<file path="src/assert_macros.svh">
// ----------------------------------------------------------------------------
// assert_macros.svh
// Assertion helpers shared by the tachometer modules; empty for synthesis.
// ----------------------------------------------------------------------------
`ifndef ASSERT_MACROS_SVH
`define ASSERT_MACROS_SVH

`ifndef SYNTHESIS

// property must hold at every clock edge outside reset
`define ASSERT_PROP(lbl, clk, rstn, prop) \
    lbl: assert property (@(posedge clk) disable iff (!rstn) prop) \
        else $error("assertion failed");

// condition must never be seen at a clock edge outside reset
`define ASSERT_NEVER(lbl, clk, rstn, cond) \
    lbl: assert property (@(posedge clk) disable iff (!rstn) !(cond)) \
        else $error("forbidden condition seen");

`else

`define ASSERT_PROP(lbl, clk, rstn, prop)
`define ASSERT_NEVER(lbl, clk, rstn, cond)

`endif

`endif

</file>
<file path="src/ftrpm_pkg.sv">
// ----------------------------------------------------------------------------
// ftrpm_pkg
// Widths, codes and control types of the fan tachometer rpm meter.
// ----------------------------------------------------------------------------
`default_nettype none

package ftrpm_pkg;

    localparam int AVG_DEPTH    = 4;
    localparam int NUM_CHANNELS = 2;

    localparam int RPM_W     = 26;
    localparam int STAMP_W   = 32;
    localparam int OVF_W     = 16;
    localparam int CAP_W     = 16;
    localparam int TIME_W    = 32;
    localparam int TIMEOUT_W = 16;
    localparam int ACT_W     = 2;
    localparam int CH_W      = 1;

    localparam int FILL_W = $clog2(AVG_DEPTH + 1);
    localparam int SLOT_W = (AVG_DEPTH > 1) ? $clog2(AVG_DEPTH) : 1;
    localparam int SUM_W  = RPM_W + FILL_W;
    localparam int DIV_W  = SUM_W;
    localparam int DIVS_W = STAMP_W;
    localparam int CNT_W  = $clog2(DIV_W + 1);

    localparam int CH_SECOND = (NUM_CHANNELS > 1) ? 1 : 0;

    localparam int IN_TDATA_W  = 48;
    localparam int IN_TUSER_W  = 3;
    localparam int OUT_TDATA_W = 56;
    localparam int CFG_IDX_W   = 2;
    localparam int CFG_DATA_W  = 26;

    localparam logic [TIMEOUT_W-1:0] TIMEOUT_RESET   = 16'd1000;
    localparam logic [RPM_W-1:0]     NUMERATOR_RESET = 26'd30000000;

    localparam logic [CFG_IDX_W-1:0] CFG_STOP_TIMEOUT  = 2'd0;
    localparam logic [CFG_IDX_W-1:0] CFG_RPM_NUMERATOR = 2'd1;

    typedef enum logic [ACT_W-1:0] {
        ACT_OVERFLOW = 2'd0,
        ACT_CAPTURE  = 2'd1,
        ACT_SERVICE  = 2'd2,
        ACT_NOP      = 2'd3
    } action_t;

    typedef struct packed {
        logic load;
        logic exec;
        logic div_start;
        logic div_sel_avg;
        logic push;
        logic sum_step;
        logic avg_write;
        logic out_load;
    } cmd_t;

    typedef struct packed {
        logic is_capture;
        logic div_done;
        logic sum_last;
    } sts_t;

endpackage

`default_nettype wire

</file>
<file path="src/ftrpm_dp.sv">
// ----------------------------------------------------------------------------
// ftrpm_dp
// Datapath: timestamps, shared radix-2 divider, rpm history, averages.
// ----------------------------------------------------------------------------
`default_nettype none
`include "assert_macros.svh"

module ftrpm_dp (
    input  wire logic                                  aclk,
    input  wire logic                                  aresetn,
    input  wire ftrpm_pkg::cmd_t                       cmd,
    output ftrpm_pkg::sts_t                            sts,
    input  wire logic [ftrpm_pkg::ACT_W-1:0]           action,
    input  wire logic [ftrpm_pkg::CH_W-1:0]            channel,
    input  wire logic [ftrpm_pkg::CAP_W-1:0]           capture_value,
    input  wire logic [ftrpm_pkg::TIME_W-1:0]          now_ms,
    input  wire logic                                  cfg_valid,
    input  wire logic [ftrpm_pkg::CFG_IDX_W-1:0]       cfg_index,
    input  wire logic [ftrpm_pkg::CFG_DATA_W-1:0]      cfg_data,
    output logic      [ftrpm_pkg::RPM_W-1:0]           rpm_first,
    output logic      [ftrpm_pkg::RPM_W-1:0]           rpm_second
);

    // configuration
    logic [ftrpm_pkg::TIMEOUT_W-1:0] timeout_reg;
    logic [ftrpm_pkg::RPM_W-1:0]     numer_reg;

    // latched word
    ftrpm_pkg::action_t               act_reg;
    logic [ftrpm_pkg::CH_W-1:0]       ch_reg;
    logic [ftrpm_pkg::CAP_W-1:0]      cap_reg;
    logic [ftrpm_pkg::TIME_W-1:0]     now_reg;

    // tachometer state
    logic [ftrpm_pkg::OVF_W-1:0]   ovf_reg;
    logic [ftrpm_pkg::STAMP_W-1:0] last_stamp_reg [ftrpm_pkg::NUM_CHANNELS];
    logic [ftrpm_pkg::TIME_W-1:0]  last_pulse_reg [ftrpm_pkg::NUM_CHANNELS];
    logic [ftrpm_pkg::RPM_W-1:0]
        hist_reg [ftrpm_pkg::NUM_CHANNELS][ftrpm_pkg::AVG_DEPTH];
    logic [ftrpm_pkg::FILL_W-1:0]  fill_reg [ftrpm_pkg::NUM_CHANNELS];
    logic [ftrpm_pkg::SLOT_W-1:0]  slot_reg [ftrpm_pkg::NUM_CHANNELS];
    logic [ftrpm_pkg::RPM_W-1:0]   avg_reg  [ftrpm_pkg::NUM_CHANNELS];

    // averaging accumulator
    logic [ftrpm_pkg::SUM_W-1:0]  acc_reg;
    logic [ftrpm_pkg::SLOT_W-1:0] k_reg;

    // divider
    logic [ftrpm_pkg::DIV_W-1:0]  dvd_reg;
    logic [ftrpm_pkg::DIVS_W-1:0] dvs_reg;
    logic [ftrpm_pkg::DIVS_W-1:0] rem_reg;
    logic [ftrpm_pkg::CNT_W-1:0]  cnt_reg;

    // output word
    logic [ftrpm_pkg::RPM_W-1:0] out_first_reg;
    logic [ftrpm_pkg::RPM_W-1:0] out_second_reg;

    logic                            ch_present;
    logic [ftrpm_pkg::STAMP_W-1:0]   stamp;
    logic [ftrpm_pkg::STAMP_W-1:0]   diff;
    logic [ftrpm_pkg::DIVS_W:0]      trial;
    logic                            trial_ge;
    logic [ftrpm_pkg::DIVS_W-1:0]    rem_next;
    logic [ftrpm_pkg::DIV_W-1:0]     dvd_next;
    logic [ftrpm_pkg::RPM_W-1:0]     rpm_new;

    assign ch_present = (32'(ch_reg) < ftrpm_pkg::NUM_CHANNELS);
    assign stamp      = {ovf_reg, cap_reg};
    assign diff       = stamp - last_stamp_reg[ch_reg];

    // one quotient bit per cycle
    assign trial    = {rem_reg, dvd_reg[ftrpm_pkg::DIV_W-1]};
    assign trial_ge = (trial >= {1'b0, dvs_reg});
    assign rem_next = trial_ge ? ftrpm_pkg::DIVS_W'(trial - {1'b0, dvs_reg})
                               : trial[ftrpm_pkg::DIVS_W-1:0];
    assign dvd_next = {dvd_reg[ftrpm_pkg::DIV_W-2:0], trial_ge};

    // a zero period reads as zero rpm
    assign rpm_new = (dvs_reg == '0) ? '0 : dvd_reg[ftrpm_pkg::RPM_W-1:0];

    assign sts.is_capture = (act_reg == ftrpm_pkg::ACT_CAPTURE) && ch_present;
    assign sts.div_done   = (cnt_reg == ftrpm_pkg::CNT_W'(1));
    assign sts.sum_last   = (k_reg == ftrpm_pkg::SLOT_W'(ftrpm_pkg::AVG_DEPTH - 1));

    assign rpm_first  = out_first_reg;
    assign rpm_second = out_second_reg;

    always_ff @(posedge aclk) begin
        if (!aresetn) begin
            timeout_reg <= ftrpm_pkg::TIMEOUT_RESET;
            numer_reg   <= ftrpm_pkg::NUMERATOR_RESET;
        end else if (cfg_valid) begin
            unique case (cfg_index)
                ftrpm_pkg::CFG_STOP_TIMEOUT: begin
                    timeout_reg <= cfg_data[ftrpm_pkg::TIMEOUT_W-1:0];
                end
                ftrpm_pkg::CFG_RPM_NUMERATOR: begin
                    numer_reg <= cfg_data[ftrpm_pkg::RPM_W-1:0];
                end
                default: begin
                end
            endcase
        end
    end

    always_ff @(posedge aclk) begin
        if (cmd.load) begin
            act_reg <= ftrpm_pkg::action_t'(action);
            ch_reg  <= channel;
            cap_reg <= capture_value;
            now_reg <= now_ms;
        end
    end

    always_ff @(posedge aclk) begin
        if (!aresetn) begin
            ovf_reg <= '0;
            for (int c = 0; c < ftrpm_pkg::NUM_CHANNELS; c++) begin
                last_stamp_reg[c] <= '0;
                last_pulse_reg[c] <= '0;
            end
        end else if (cmd.exec) begin
            if (act_reg == ftrpm_pkg::ACT_OVERFLOW) begin
                ovf_reg <= ovf_reg + 1'b1;
            end
            if (sts.is_capture) begin
                last_stamp_reg[ch_reg] <= stamp;
                last_pulse_reg[ch_reg] <= now_reg;
            end
        end
    end

    // history is always read below the fill mark, so it needs no reset
    always_ff @(posedge aclk) begin
        if (cmd.push) begin
            hist_reg[ch_reg][slot_reg[ch_reg]] <= rpm_new;
        end
    end

    always_ff @(posedge aclk) begin
        if (!aresetn) begin
            for (int c = 0; c < ftrpm_pkg::NUM_CHANNELS; c++) begin
                fill_reg[c] <= '0;
                slot_reg[c] <= '0;
            end
        end else if (cmd.push) begin
            if (slot_reg[ch_reg] == ftrpm_pkg::SLOT_W'(ftrpm_pkg::AVG_DEPTH - 1)) begin
                slot_reg[ch_reg] <= '0;
            end else begin
                slot_reg[ch_reg] <= slot_reg[ch_reg] + 1'b1;
            end
            if (fill_reg[ch_reg] < ftrpm_pkg::FILL_W'(ftrpm_pkg::AVG_DEPTH)) begin
                fill_reg[ch_reg] <= fill_reg[ch_reg] + 1'b1;
            end
        end
    end

    always_ff @(posedge aclk) begin
        if (cmd.push) begin
            acc_reg <= '0;
            k_reg   <= '0;
        end else if (cmd.sum_step) begin
            if (ftrpm_pkg::FILL_W'(k_reg) < fill_reg[ch_reg]) begin
                acc_reg <= acc_reg + ftrpm_pkg::SUM_W'(hist_reg[ch_reg][k_reg]);
            end
            k_reg <= k_reg + 1'b1;
        end
    end

    always_ff @(posedge aclk) begin
        if (!aresetn) begin
            for (int c = 0; c < ftrpm_pkg::NUM_CHANNELS; c++) begin
                avg_reg[c] <= '0;
            end
        end else if (cmd.exec && (act_reg == ftrpm_pkg::ACT_SERVICE)) begin
            for (int c = 0; c < ftrpm_pkg::NUM_CHANNELS; c++) begin
                if ((now_reg - last_pulse_reg[c]) > ftrpm_pkg::TIME_W'(timeout_reg)) begin
                    avg_reg[c] <= '0;
                end
            end
        end else if (cmd.avg_write) begin
            avg_reg[ch_reg] <= dvd_reg[ftrpm_pkg::RPM_W-1:0];
        end
    end

    always_ff @(posedge aclk) begin
        if (!aresetn) begin
            cnt_reg <= '0;
        end else if (cmd.div_start) begin
            cnt_reg <= ftrpm_pkg::CNT_W'(ftrpm_pkg::DIV_W);
        end else if (cnt_reg != '0) begin
            cnt_reg <= cnt_reg - 1'b1;
        end
    end

    always_ff @(posedge aclk) begin
        if (cmd.div_start) begin
            rem_reg <= '0;
            if (cmd.div_sel_avg) begin
                dvd_reg <= acc_reg;
                dvs_reg <= ftrpm_pkg::DIVS_W'(fill_reg[ch_reg]);
            end else begin
                dvd_reg <= ftrpm_pkg::DIV_W'(numer_reg);
                dvs_reg <= diff;
            end
        end else if (cnt_reg != '0) begin
            rem_reg <= rem_next;
            dvd_reg <= dvd_next;
        end
    end

    always_ff @(posedge aclk) begin
        if (cmd.out_load) begin
            out_first_reg <= avg_reg[0];
            if (ftrpm_pkg::NUM_CHANNELS > 1) begin
                out_second_reg <= avg_reg[ftrpm_pkg::CH_SECOND];
            end else begin
                out_second_reg <= '0;
            end
        end
    end

    `ASSERT_PROP(a_div_start_idle, aclk, aresetn, cmd.div_start |-> cnt_reg == '0)
    `ASSERT_PROP(a_fill_after_push, aclk, aresetn, cmd.push |=> fill_reg[ch_reg] != '0)

endmodule

`default_nettype wire

</file>
<file path="src/ftrpm_ctrl.sv">
// ----------------------------------------------------------------------------
// ftrpm_ctrl
// Sequencer of the tachometer: one word at a time, output register handoff.
// ----------------------------------------------------------------------------
`default_nettype none
`include "assert_macros.svh"

module ftrpm_ctrl (
    input  wire logic             aclk,
    input  wire logic             aresetn,
    input  wire logic             s_tvalid,
    output logic                  s_tready,
    output logic                  m_tvalid,
    input  wire logic             m_tready,
    input  wire ftrpm_pkg::sts_t  sts,
    output ftrpm_pkg::cmd_t       cmd
);

    typedef enum logic [8:0] {
        ST_IDLE   = 9'b000000001,
        ST_EXEC   = 9'b000000010,
        ST_DIV1   = 9'b000000100,
        ST_PUSH   = 9'b000001000,
        ST_SUM    = 9'b000010000,
        ST_START2 = 9'b000100000,
        ST_DIV2   = 9'b001000000,
        ST_AVGWR  = 9'b010000000,
        ST_OUT    = 9'b100000000
    } state_t;

    state_t state_reg;
    state_t state_next;
    logic   m_tvalid_reg;

    assign s_tready = (state_reg == ST_IDLE);
    assign m_tvalid = m_tvalid_reg;

    always_comb begin
        state_next = state_reg;
        cmd        = '0;
        unique case (state_reg)
            ST_IDLE: begin
                if (s_tvalid) begin
                    cmd.load   = 1'b1;
                    state_next = ST_EXEC;
                end
            end
            ST_EXEC: begin
                cmd.exec = 1'b1;
                if (sts.is_capture) begin
                    cmd.div_start = 1'b1;
                    state_next    = ST_DIV1;
                end else begin
                    state_next = ST_OUT;
                end
            end
            ST_DIV1: begin
                if (sts.div_done) begin
                    state_next = ST_PUSH;
                end
            end
            ST_PUSH: begin
                cmd.push   = 1'b1;
                state_next = ST_SUM;
            end
            ST_SUM: begin
                cmd.sum_step = 1'b1;
                if (sts.sum_last) begin
                    state_next = ST_START2;
                end
            end
            ST_START2: begin
                cmd.div_start   = 1'b1;
                cmd.div_sel_avg = 1'b1;
                state_next      = ST_DIV2;
            end
            ST_DIV2: begin
                if (sts.div_done) begin
                    state_next = ST_AVGWR;
                end
            end
            ST_AVGWR: begin
                cmd.avg_write = 1'b1;
                state_next    = ST_OUT;
            end
            ST_OUT: begin
                // wait until the output register is free or being drained
                if (!m_tvalid_reg || m_tready) begin
                    cmd.out_load = 1'b1;
                    state_next   = ST_IDLE;
                end
            end
            default: begin
                state_next = ST_IDLE;
            end
        endcase
    end

    always_ff @(posedge aclk) begin
        if (!aresetn) begin
            state_reg    <= ST_IDLE;
            m_tvalid_reg <= 1'b0;
        end else begin
            state_reg <= state_next;
            if (cmd.out_load) begin
                m_tvalid_reg <= 1'b1;
            end else if (m_tready) begin
                m_tvalid_reg <= 1'b0;
            end
        end
    end

    `ASSERT_NEVER(a_no_overwrite, aclk, aresetn, cmd.out_load && m_tvalid_reg && !m_tready)
    `ASSERT_PROP(a_accept_to_exec, aclk, aresetn, (s_tvalid && s_tready) |=> state_reg == ST_EXEC)
    `ASSERT_NEVER(a_done_outside_wait, aclk, aresetn, sts.div_done && !(state_reg == ST_DIV1 || state_reg == ST_DIV2))

endmodule

`default_nettype wire

</file>
<file path="src/fan_tach_rpm_meter.sv">
// ----------------------------------------------------------------------------
// fan_tach_rpm_meter
// Two-channel fan tachometer with a four-deep moving average of rpm.
//
// Every input word gives exactly one output word holding both channel
// averages. Words are taken one at a time; the output register lets a new
// word in while the previous result still waits. A timer overflow, a stall
// service check or a no-op passes through the execute and output states
// only. An edge capture runs the shared radix-2 divider twice, one quotient
// bit per cycle (period to rpm, then sum to average), plus a pass over the
// history. In both cases the result becomes valid in the same cycle as the
// input is ready again. A result held by output back-pressure delays the
// next result only when it is ready to leave. The configuration port accepts
// a write in every cycle.
// ----------------------------------------------------------------------------
`default_nettype none

module fan_tach_rpm_meter (
    input  wire logic                                   aclk,
    input  wire logic                                   aresetn,
    // tdata: capture_value [15:0], now_ms [47:16]
    input  wire logic [ftrpm_pkg::IN_TDATA_W-1:0]       s_tdata,
    // tuser: action [1:0], channel [2]
    input  wire logic [ftrpm_pkg::IN_TUSER_W-1:0]       s_tuser,
    input  wire logic                                   s_tvalid,
    output logic                                        s_tready,
    // tdata: rpm_first [25:0], rpm_second [51:26], zero [55:52]
    output logic      [ftrpm_pkg::OUT_TDATA_W-1:0]      m_tdata,
    output logic                                        m_tvalid,
    input  wire logic                                   m_tready,
    input  wire logic                                   cfg_valid,
    output logic                                        cfg_ready,
    input  wire logic [ftrpm_pkg::CFG_IDX_W-1:0]        cfg_index,
    input  wire logic [ftrpm_pkg::CFG_DATA_W-1:0]       cfg_data
);

    ftrpm_pkg::cmd_t cmd;
    ftrpm_pkg::sts_t sts;

    logic [ftrpm_pkg::RPM_W-1:0] rpm_first;
    logic [ftrpm_pkg::RPM_W-1:0] rpm_second;

    assign cfg_ready = 1'b1;
    assign m_tdata   = ftrpm_pkg::OUT_TDATA_W'({rpm_second, rpm_first});

    ftrpm_ctrl u_ctrl (
        .aclk     (aclk),
        .aresetn  (aresetn),
        .s_tvalid (s_tvalid),
        .s_tready (s_tready),
        .m_tvalid (m_tvalid),
        .m_tready (m_tready),
        .sts      (sts),
        .cmd      (cmd)
    );

    ftrpm_dp u_dp (
        .aclk          (aclk),
        .aresetn       (aresetn),
        .cmd           (cmd),
        .sts           (sts),
        .action        (s_tuser[ftrpm_pkg::ACT_W-1:0]),
        .channel       (s_tuser[ftrpm_pkg::ACT_W +: ftrpm_pkg::CH_W]),
        .capture_value (s_tdata[ftrpm_pkg::CAP_W-1:0]),
        .now_ms        (s_tdata[ftrpm_pkg::CAP_W +: ftrpm_pkg::TIME_W]),
        .cfg_valid     (cfg_valid),
        .cfg_index     (cfg_index),
        .cfg_data      (cfg_data),
        .rpm_first     (rpm_first),
        .rpm_second    (rpm_second)
    );

endmodule

`default_nettype wire

</file>
<file path="config.mk">
export PLATFORM = sky130hd
export DESIGN_NAME = fan_tach_rpm_meter
export DESIGN_NICKNAME = d
export VERILOG_FILES = /design/src/ftrpm_pkg.sv /design/src/ftrpm_dp.sv /design/src/ftrpm_ctrl.sv /design/src/fan_tach_rpm_meter.sv
export VERILOG_INCLUDE_DIRS = /design/src /design/src/src
export SDC_FILE = /design/constraint.sdc
export NUM_CORES = 1
export LEC_CHECK = 0
export BUFFER_PORTS_ARGS = -buffer_cell sky130_fd_sc_hd__buf_2
export CAP_MARGIN = 20
export CORE_AREA = 5 5 253 255
export CTS_CLUSTER_SIZE = 14
export DETAILED_ROUTE_END_ITERATION = 12
export DIE_AREA = 0 0 258 260
export PLACE_DENSITY = 0.75
export SYNTH_ARGS = -nofsm -noshare
export SYNTH_HDL_FRONTEND = slang
export SYNTH_SLANG_ARGS = --single-unit
</file>
<file path="constraint.sdc">
create_clock -name aclk -period 10.3 [get_ports aclk]
set_clock_uncertainty 0.15 [all_clocks]
set_input_delay 0 -clock aclk [delete_from_list [all_inputs] [get_ports aclk]]
set_output_delay 0 -clock aclk [all_outputs]
set_load 0.01 [all_outputs]
</file>
==> flow_summary_export.csv <==
group,metric,value,unit
drt,wl,91970,um
sta,final_max_slew_viol_count,0,
setup_path,end_kind,"register",
sta,fmax,0.1845,GHz
yosys,synth_top_family_by_area,"simple AND/OR/NAND/NOR gates",
finish,synthToLayoutAreaGrowth,14.61,%
yosys,yosysWarnings,0,
clock_tree,cts_tree,"done",
drt,drc,0,
grt,grt_overflow_total,0,
placed_design,dpl.cell_count,3919,
sta,rsz0062_at_grt,"no",
clock_tree,cts_resized,0,
clock_tree,root_buffer,"clkbuf_16",
sta,tns,0,ns
setup_path,cp.required,10.69,ns
setup_path,critPathMaxStageDelay,0.75,ns
floorplanning,io_pins,143,
finish,nets,3633,
grt,grt_pass1_vias,25690,
grt,track_usage,27.03,%
finish,fin_util,66.97,%
grt,antenna_found_initial,4,
sta,fin_crit_sh,52.61,%
grt,grt_pass1_wl,143200,um
finish,design_area,0.04110,mm^2
sta,finalSetupViolations,0,
yosys,synth_edf_count,562,
pwr,p_total,8.587,mW
yosys,syn_area,0.03586,mm^2
setup_path,path_buf_inv,2,
yosys,synth-compound-area-share,11.25,%
yosys,ys_seq_area_share,54.71,%
sta,fin_crit,5.419,ns
pwr,ir_worst_vdd,0.1658,mV
yosys,syn_inst,3102,
setup_path,crit_chain,"buf_4 > mux4_2 > mux2i_1 > inv_1 > ha_1 > a21o_1 > a21oi_1 > o21ai_0 > nand3_1 > a2111oi_0 > o2111ai_1 > a211oi_1 > o31ai_1 > xor2_1 > nor2_1",
setup_path,slowest_stage,"buf_4",
drt,viasPerCell,6.101,
finish,largest_register_ffs,208,
yosys,synth_top_area_share,47.06,%
placed_design,dp_slack,4.954,ns
yosys,syn_avg_cell_area,11.56,um^2
sta,worstMarginPinSlew,1.150,ns
drt,vias,25641,
drt,drtAntennaViolNets,0,
sta,setup_slack,4.881,ns
drt,first_iter_violations,2403,
sta,hold_viol,0,
yosys,synth.distinct_cells,97,
placed_design,place.gp.congestion,0.9314,
placed_design,dp_hpwl,61470,um
placed_design,placed_area,0.03727,mm^2
clock_tree,clk_latency,0.62,ns
sta,hold_ws,0.03150,ns
floorplanning,core,0.06137,mm^2
finish,drive_above_1_share,12.34,%
yosys,synthArstFlopShare,0,%
flow_run,max_cap_viol_count,0,
yosys,synth-seq-cells,699,
clock_tree,cts.reportedPaths.clkPinSlew,0.06,ns
yosys,synthMuxAreaShare,6.364,%
clock_tree,cts_sinks,699,
floorplanning,start_util,58.43,%
worst_hold_path,hold_path.class,"input pin to register",
drt,wl_per_cell,21.88,um
yosys,synth_flop_cell,"edfxtp_1",
floorplanning,die_area,0.06708,mm^2
sta,relSlewSlack,23.31,%
clock_tree,clk_path_buf_depth,3,
clock_tree,cts_buffers,73,
grt,grt_max_degree,82,
yosys,synth_top_area_cell,"edfxtp_1",
pwr,leakage,16.41,nW
clock_tree,htreeDepth,3,
setup_path,ff2ff_setup_slack,4.88,ns
outcome,outcome,"complete, no violations",
floorplanning,fp.dieW,258,um
setup_path,path_max_fanout,39,
yosys,ys_top_cells_by_count,"edfxtp_1 (562), nand2_1 (269), ha_1 (193)",
yosys,yosysMostFrequentCell,"edfxtp_1",
setup_path,critPathArrivalTime,5.81,ns
pwr,power_density,208.9,mW/mm^2
setup_path,startpoint_type,"register",
yosys,synth-simple-area-share,14.20,%
setup_path,cp_top_family,"compound AO/OA/AOI/OAI gates",
placed_design,port_buffers,137,
yosys,synth_adder_area_share,7.013,%
finish,num-fill-cells,4433,
floorplanning,die_y,260,um
setup_path,worstSetupPathType,"register to register",
yosys,synth_xor_area_share,3.151,%
yosys,synth_area_leaders,"edfxtp_1 (47%), dfxtp_1 (7.6%), ha_1 (6.7%)",
floorplanning,rows,91,
finish,layout.cells.non_filler,4203,
drt,drt_first_pass_iters,6,
[area by class of cell]
class	count	area (um^2)	share of cell area, %
flip-flops and latches	699	19620	47.75
diodes	2	5.005	0.01218
multi-input cells	2108	15170	36.91
inverters	162	608.1	1.480
repair buffers	307	2364	5.751
clock buffers	93	2006	4.880
clock inverters	42	331.6	0.8068
well taps	790	988.4	2.405
[layer usage]
layer	vias up	routed length, um	global-route usage [%]
met5	-	24	0
met4	4	3805	11.02
met1	12524	38600	36.61
li1	11914	-	-
met3	201	6462	3.903
met2	998	43070	44.38
[worst reg2reg max path, stage by stage, from the launching register on]
cell	delay, ns
dfxtp_4	0.72
buf_4	0.76
mux4_2	0.62
mux2i_1	0.25
inv_1	0.08
ha_1	0.28
a21o_1	0.10
a21oi_1	0.10
o21ai_0	0.26
nand3_1	0.20
a2111oi_0	0.74
o2111ai_1	0.29
a211oi_1	0.39
o31ai_1	0.13
xor2_1	0.15
nor2_1	0.12
[power breakdown]
part,internal (mW),switching [mW]
Clock,1.47,1.11
Sequential,3.46,0.268
Combinational,0.928,1.35
Total,5.85,2.73
[repair_timing]
| action | CTS | global route |
|---|---|---|
| hold buffers | 144 | 1 |
| hold endpoints to repair | 119 | 4 |
| setup buffers | 0 | 0 |
| endpoints found under the setup margin | 0 | 0 |
[cell usage in the layout, fill, tap and decap left out, types with 13 or more instances in the layout]
cell type,count
a31oi_1,15
xnor2_1,62
dfxtp_1,135
a21oi_1,184
nor4_1,23
edfxtp_1,562
mux4_2,52
inv_1,159
buf_4,21
and3_1,81
nand4_1,31
o21a_1,24
a21o_1,87
a211oi_1,41
clkbuf_16,76
and2_1,121
xor2_1,67
o21ai_0,109
nand2_1,269
buf_2,137
o21bai_1,16
mux2_2,31
mux2i_1,75
nand2b_1,30
clkinv_2,17
ha_1,193
nor2_1,185
nor3_1,59
clkbuf_1,13
nor2b_1,53
dlygate4sd3_1,145
nand3_1,61
o211ai_1,22
[cells by family (layout without fill, tap and decap cells)]
group / Yosys count / in the layout
xor gates and xnor gates: 129 / 129
and+or+nand+nor: 999 / 999
AOI/OAI and AO/OA: 618 / 618
buffers and inverters: 298 / 604
DFF: 699 / 699
other: 2 / 7
adders and majority gates: 198 / 198
muxes: 159 / 159
[worst paths after layout]
path                        from               end  depth (start not counted)
min reg2reg  u_dp.avg_reg[0][15]       m_tdata[15]                          0
min                   s_tuser[2]          register                          3
max reg2reg             register  u_dp.acc_reg[27]                         15
max                     register  u_dp.acc_reg[27]                         15
Power figures use the tool's default switching activity.
